`src/sv/tmtw_pkg.sv`:
```
// shared types, codes and constants of the text mode terminal writer
package tmtw_pkg;

	localparam int DEF_COLUMNS = 80;
	localparam int DEF_ROWS    = 25;

	localparam logic [7:0] NEWLINE_CODE      = 8'd10;
	localparam logic [7:0] SPACE_CODE        = 8'h20;
	localparam logic [7:0] RESET_COLOR       = 8'h07;
	localparam logic       RESET_AUTOSCROLL  = 1'b1;
	localparam int         AUTO_SCROLL_LINES = 2;

	// operation codes
	localparam logic [2:0] OP_PUT_CHAR   = 3'd0;
	localparam logic [2:0] OP_PUT_BYTE   = 3'd1;
	localparam logic [2:0] OP_BACKSPACE  = 3'd2;
	localparam logic [2:0] OP_GO_TO      = 3'd3;
	localparam logic [2:0] OP_CLEAR      = 3'd4;
	localparam logic [2:0] OP_READ_CELL  = 3'd5;
	localparam logic [2:0] OP_WRITE_CELL = 3'd6;
	localparam logic [2:0] OP_SCROLL     = 3'd7;

	// configuration register indexes
	localparam int         CFG_IDX_W      = 1;
	localparam logic [0:0] CFG_TEXT_COLOR = 1'b0;
	localparam logic [0:0] CFG_AUTOSCROLL = 1'b1;

	typedef struct packed {
		logic [2:0]  operation;
		logic [7:0]  char_code;
		logic [15:0] cell_value;
		logic [7:0]  target_col;
		logic [7:0]  target_row;
		logic [4:0]  scroll_lines;
	} in_t;

	typedef struct packed {
		logic [15:0] read_value;
		logic [6:0]  cursor_col;
		logic [4:0]  cursor_row;
		logic [10:0] cursor_linear;
	} out_t;

	// controller to datapath
	typedef struct packed {
		logic load_item;
		logic exec;
		logic boot;
		logic sweep_step;
		logic read_capture;
		logic out_load;
	} cmd_t;

	// datapath to controller
	typedef struct packed {
		logic sweep_req;
		logic read_req;
		logic sweep_done;
	} sts_t;

endpackage

```
`src/sv/tmtw_ctrl.sv`:
```
// controller state machine of the terminal writer
module tmtw_ctrl
	import tmtw_pkg::*;
(
	input  logic clk,
	input  logic arst_n,
	input  logic in_valid,
	output logic in_ready,
	output logic out_valid,
	input  logic out_ready,
	input  sts_t sts,
	output cmd_t cmd
);

	typedef enum logic [6:0] {
		ST_BOOT   = 7'b0000001,
		ST_INIT   = 7'b0000010,
		ST_IDLE   = 7'b0000100,
		ST_EXEC   = 7'b0001000,
		ST_READ   = 7'b0010000,
		ST_SWEEP  = 7'b0100000,
		ST_FINISH = 7'b1000000
	} state_t;

	state_t state_q;
	state_t state_d;
	logic   out_valid_q;
	logic   out_free;

	assign out_free = !out_valid_q || out_ready;

	always_comb begin
		state_d = state_q;
		cmd     = '0;
		unique case (state_q)
			ST_BOOT: begin
				cmd.boot = 1'b1;
				state_d  = ST_INIT;
			end
			ST_INIT: begin
				cmd.sweep_step = 1'b1;
				if (sts.sweep_done) begin
					state_d = ST_IDLE;
				end
			end
			ST_IDLE: begin
				if (in_valid) begin
					cmd.load_item = 1'b1;
					state_d       = ST_EXEC;
				end
			end
			ST_EXEC: begin
				cmd.exec = 1'b1;
				priority if (sts.read_req) begin
					state_d = ST_READ;
				end else if (sts.sweep_req) begin
					state_d = ST_SWEEP;
				end else if (out_free) begin
					cmd.out_load = 1'b1;
					state_d      = ST_IDLE;
				end else begin
					state_d = ST_FINISH;
				end
			end
			ST_READ: begin
				cmd.read_capture = 1'b1;
				state_d          = ST_FINISH;
			end
			ST_SWEEP: begin
				cmd.sweep_step = 1'b1;
				if (sts.sweep_done) begin
					state_d = ST_FINISH;
				end
			end
			ST_FINISH: begin
				if (out_free) begin
					cmd.out_load = 1'b1;
					state_d      = ST_IDLE;
				end
			end
			default: begin
				state_d = ST_BOOT;
			end
		endcase
	end

	always_ff @(posedge clk or negedge arst_n) begin
		if (!arst_n) begin
			state_q     <= ST_BOOT;
			out_valid_q <= 1'b0;
		end else begin
			state_q <= state_d;
			if (cmd.out_load) begin
				out_valid_q <= 1'b1;
			end else if (out_ready) begin
				out_valid_q <= 1'b0;
			end
		end
	end

	assign in_ready  = (state_q == ST_IDLE);
	assign out_valid = out_valid_q;

endmodule

```
`config.mk`:
```
export PLATFORM = sky130hd
export DESIGN_NAME = tmtw_ctrl
export DESIGN_NICKNAME = d
export VERILOG_FILES = /design/src/sv/tmtw_pkg.sv /design/src/sv/tmtw_ctrl.sv
export SDC_FILE = /design/constraint.sdc
export NUM_CORES = 1
export LEC_CHECK = 0
export BUFFER_PORTS_ARGS = -buffer_cell sky130_fd_sc_hd__buf_4
export CORE_AREA = 2 2 45 47
export DETAILED_ROUTE_END_ITERATION = 8
export DIE_AREA = 0 0 47 49
export PLACE_DENSITY = 0.48
export RECOVER_POWER = 25
export SYNTH_ARGS = -nofsm -noshare
export SYNTH_HDL_FRONTEND = slang
export SYNTH_SLANG_ARGS = --single-unit
```
`constraint.sdc`:
```
create_clock -name clk -period 3.2 [get_ports clk]
set_input_delay 0.48 -clock clk [delete_from_list [all_inputs] [get_ports clk]]
set_output_delay 0.48 -clock clk [all_outputs]
set_load 0.005 [all_outputs]
```
[Word-level counts from Yosys, hierarchy flattened]
Index checks and enable logic that the tools add are counted.
Storage, ports and cells
  register bits: 8
  input bits: 7
Operators by class
  equality and inequality tests: 11
  multiplexer cells: 20
  reductions and logical operators: 5
Operators with widths (number)
  7-bit 2-to-1 mux: 7
  7-bit one-hot mux with 7 select lines: 1
  1-bit 2-to-1 mux: 11
  2-bit != test (second input constant): 4
  7-bit by 1-bit == test with 1-bit output (second input constant): 1
  7-bit by 2-bit == test with 1-bit output (second input constant): 1
  7-bit by 3-bit == test with 1-bit output (second input constant): 1
  7-bit by 4-bit == test with 1-bit output (second input constant): 1
  7-bit by 5-bit == test with 1-bit output (second input constant): 1
  7-bit by 6-bit == test with 1-bit output (second input constant): 1
  7-bit == test (second input constant): 1
  4-bit AND reduction: 1
  1-bit one-hot mux with 2 select lines: 1
  2-bit nonzero test: 1
  2-bit OR reduction: 1
  1-bit logical NOT: 1
  1-bit logical OR: 1

[Depth between registers and ports, before layout]
  word-level depth: 7
  gate-level depth with buffers: 5
  mapped depth without buffers: 4

[Worst setup path before layout]
Ideal clock, no wire load.
  path type: register to output
  start point: register state_q[3]
  end point: output port cmd[0] (netlist name)
  arrival: 1363 ps
  path slack: 1357 ps
  cell stages (with the launch flop): 5
  path buffers: 0
  cell sequence: dfrtp_1 > or4_4 > nor4b_2 > a21oi_1 > nor2_1
RTL lines
  start, declared: line tmtw_ctrl.sv:25  | state_t state_q;
  start signal, assigned: line tmtw_ctrl.sv:92  | state_q <= state_d;
  end, declared: line tmtw_ctrl.sv:12  | output cmd_t cmd

==> impl_results.md <==
* Core ar. at 1840 sq um
* CTS Hold Bufs at 0
* Number of global-route vias before repair at 474
* Area growth syn-to-layout at 26.7%
* Mapped cell area at 543 sq um
* Max Slew Vio Count at 0
* CP top delay family: simple AND/OR/NAND/NOR gates
* Yosys reg bits at 8
* Mapped Nets at 66
* Largest family of logic cells by synthesized area: simple AND/OR/NAND/NOR gates
* Power Density at 642 nW/um^2
* Area contributors post-synth: dfrtp_1 32%, nor4b_2 5.5%, dfstp_2 4.8%
* Reg2Reg Depth at 4
* Kind of start point of the critical path: flop
* Global Route Usage Sum at 13.3%
* Num Clock Sinks at 8
* Xor/xnor share of the synthesized area at 4.84%
* Mux cell area share after synthesis at 1.84%
* Largest net degree at the start of global routing at 11
* Adder-cell share of the synthesized area at 0%
* Critical Path, Cell by Cell: or4_4 -> nor4b_2 -> a21oi_1 -> nor2_1 -> buf_4
* R2R setup slack at 1.58 ns
* R2r startpoint: state_q[6]$_DFFE_PN0P_
* WP data required at around 2.7 ns
* Synth warn at 0
* Peak supply drop at 0.184 mV
* Final HPWL DP at 923 um
* Final worst clock skew at ~0.0037 ns
* Rel. slew slack at ~70%
* Post-synthesis compound-gate area fraction at under 10%
* CP max stage cell: or4_4
* Worst r2r dst: state_q[0]$_DFFE_PN1P_
* NumNets Final at 83
* Largest area contributor in the netlist: dfrtp_1
* Worst Path Max Fanout at 6
* Port Buffers at 14
* IO Pins at 15
* Min-Delay Path Class: primary input to asynchronous set/reset pin
* Post-synthesis sequential area ratio at between 30% and 40%
* Ant. Diodes at 0
* Slowest stage delay, CP at around 0.57 ns
* CTS max path bufs at 2
* CP Buf/Inv Count at 1
* Die height at 49 um
* Outcome: complete, no violations
* Yosys cell types at 29
* Share of cells above drive strength 1 at 30.7%
* Worst-skew pair later-pin latency at 0.26 ns
* CTS tree: built
* Fmax at 0.436 GHz
* Initial antenna violation count at 0
* Cells after Synth at 59
* Residual DRC at 0
* Mean Syn Cell Area at 9.20 sq um
* Final hold vios at 0
* Post-Synth Simple-Gate Area at 42.9%
* Total power at 0.442 mW
* Setup violators final at 0
* Post-CTS sizing at 0
* Worst-path clk slew at 0.06 ns
* RSZ-0062 raised after global routing: false
* Via count at between 400 and 500
* Period utilization at 71.7%
* Final wirelength at approximately 1200 um
* Row cnt at 16
* Setup TNS at 0 ns
* Clock Tree Root: clkbuf_4
* First-pass DRT Iterations at 4
* Worst Path Arrival at around 1.8 ns
* Total Die Area at approximately 2300 sq um
* DRT iter0 DRCs at 6
* Routed Antenna Nets at 0
* Post-CTS Setup Inserts at 0
* Max-Cap Viols at 0
* H-Tree Depth at 1
* Starting Density at between 20 and 30%
* CP Class: flop to primary output
* Leakage at 0.338 nW
* CP Capture Type: primary output
* Total CTS buffers at 3
* Die width at 47 um
* Average wire per cell in the routed design at 11.9 um
* Synth top area share at around 32%
* Final worst path period need at 2.29 ns
* Gr ovfl total at 0
* Worst-Margin Slew at approximately 0.47 ns
* Global-route wire length before repair at 2100 um
* Placer congestion estimate at 0.718
* Drt via density at 4.63
-- synthesized netlist by cell type --
library cell and number:
nand2_1 5, o22ai_1 2, a21oi_1 2, dfrtp_1 7, nor2_1 6, xor2_1 3
nor4b_2 2, o21ai_0 4, nor2_4 1, dfstp_2 1, and3_1 2, nor4_1 1
nor2b_1 2, or4_4 1, o211a_1 1, and2_1 1, or3_4 1, and2b_1 1
inv_1 1, buf_6 1, buf_2 1, mux2i_1 1, nor4b_1 1, nand3_1 1
nand3b_1 1, nand2b_1 3, nor3_1 4, or4b_4 1, and3b_1 1
-- logic make-up after synthesis --
family	Yosys count
AOI/OAI and AO/OA	9
xor gates and xnor gates	3
buffers and inverters	3
DFF	8
muxes	1
and+or+nand+nor	35
-- worst max-delay path by stage --
| stage | start | endpoint | depth (start not counted) |
|---|---|---|---|
| final | state_q[2]$_DFFE_PN0P_ | cmd[0] | 5 |
| after global placement | state_q[2]$_DFFE_PN0P_ | cmd[0] | 5 |
| after detailed placement | state_q[3]$_DFFE_PN0P_ | cmd[0] | 5 |
| after floorplan | state_q[3]$_DFFE_PN0P_ | cmd[0] | 4 |
| after CTS | state_q[3]$_DFFE_PN0P_ | cmd[0] | 5 |
| after global routing | state_q[3]$_DFFE_PN0P_ | cmd[0] | 5 |
-- worst reg2reg max path, stage by stage, from the launching register on --
cell     delay (ns)
dfrtp_1        0.45
or3_4          0.46
nor3_1         0.30
o21ai_0        0.18
o211a_1        0.16
-- registers in the layout, indices dropped and copies added (netlist names) --
register   flops
state_q        7
out_valid      1
-- placed cells by master, fill, tap and decap left out, types with 3 or more instances in the layout --
cell type  Yosys  routed
buf_4          0      13
dfrtp_1        7       7
nor2_1         6       6
nand2_1        5       5
nor3_1         4       4
o21ai_0        4       4
xor2_1         3       3
nand2b_1       3       3
clkbuf_4       0       3
-- per-layer routing --
metal,GRT usage [%],routed length [um]
met5,0,0
met4,8.33,30
met3,4.44,78
met2,16.9,538
met1,18.7,570
-- area by class of cell --
type | instances | area (sq um)
fillers | 220 | 1150
multi-input cells | 48 | 322
flip-flops and latches | 8 | 201
repair buffers | 14 | 101
well taps | 27 | 33.8
clock buffers | 4 | 26.3
inverters | 1 | 3.75
-- power breakdown --
group          switching, mW  internal (mW)
clock                 0.0378         0.0479
combinational         0.0873         0.0986
sequential            0.0441          0.126
-- per-stage QoR --
stage / instances / hold WS (ns) / cell area (sq um) / utilization, % / setup slack (ns)
6_report: 102 / 0.137 / 688 / 37.4 / 0.906
5_1_grt: 102 / 0.157 / 688 / 37.4 / 0.790
4_1_cts: 102 / 0.0246 / 692 / 37.6 / 0.890
3_5_place_dp: 98 / 0.307 / 666 / 36.1 / 1.19
3_3_place_gp: 98 / 0.308 / 666 / 36.1 / 1.20
2_1_floorplan: 59 / 0.184 / 543 / - / 1.36
(Power assumes the default switching activity.)
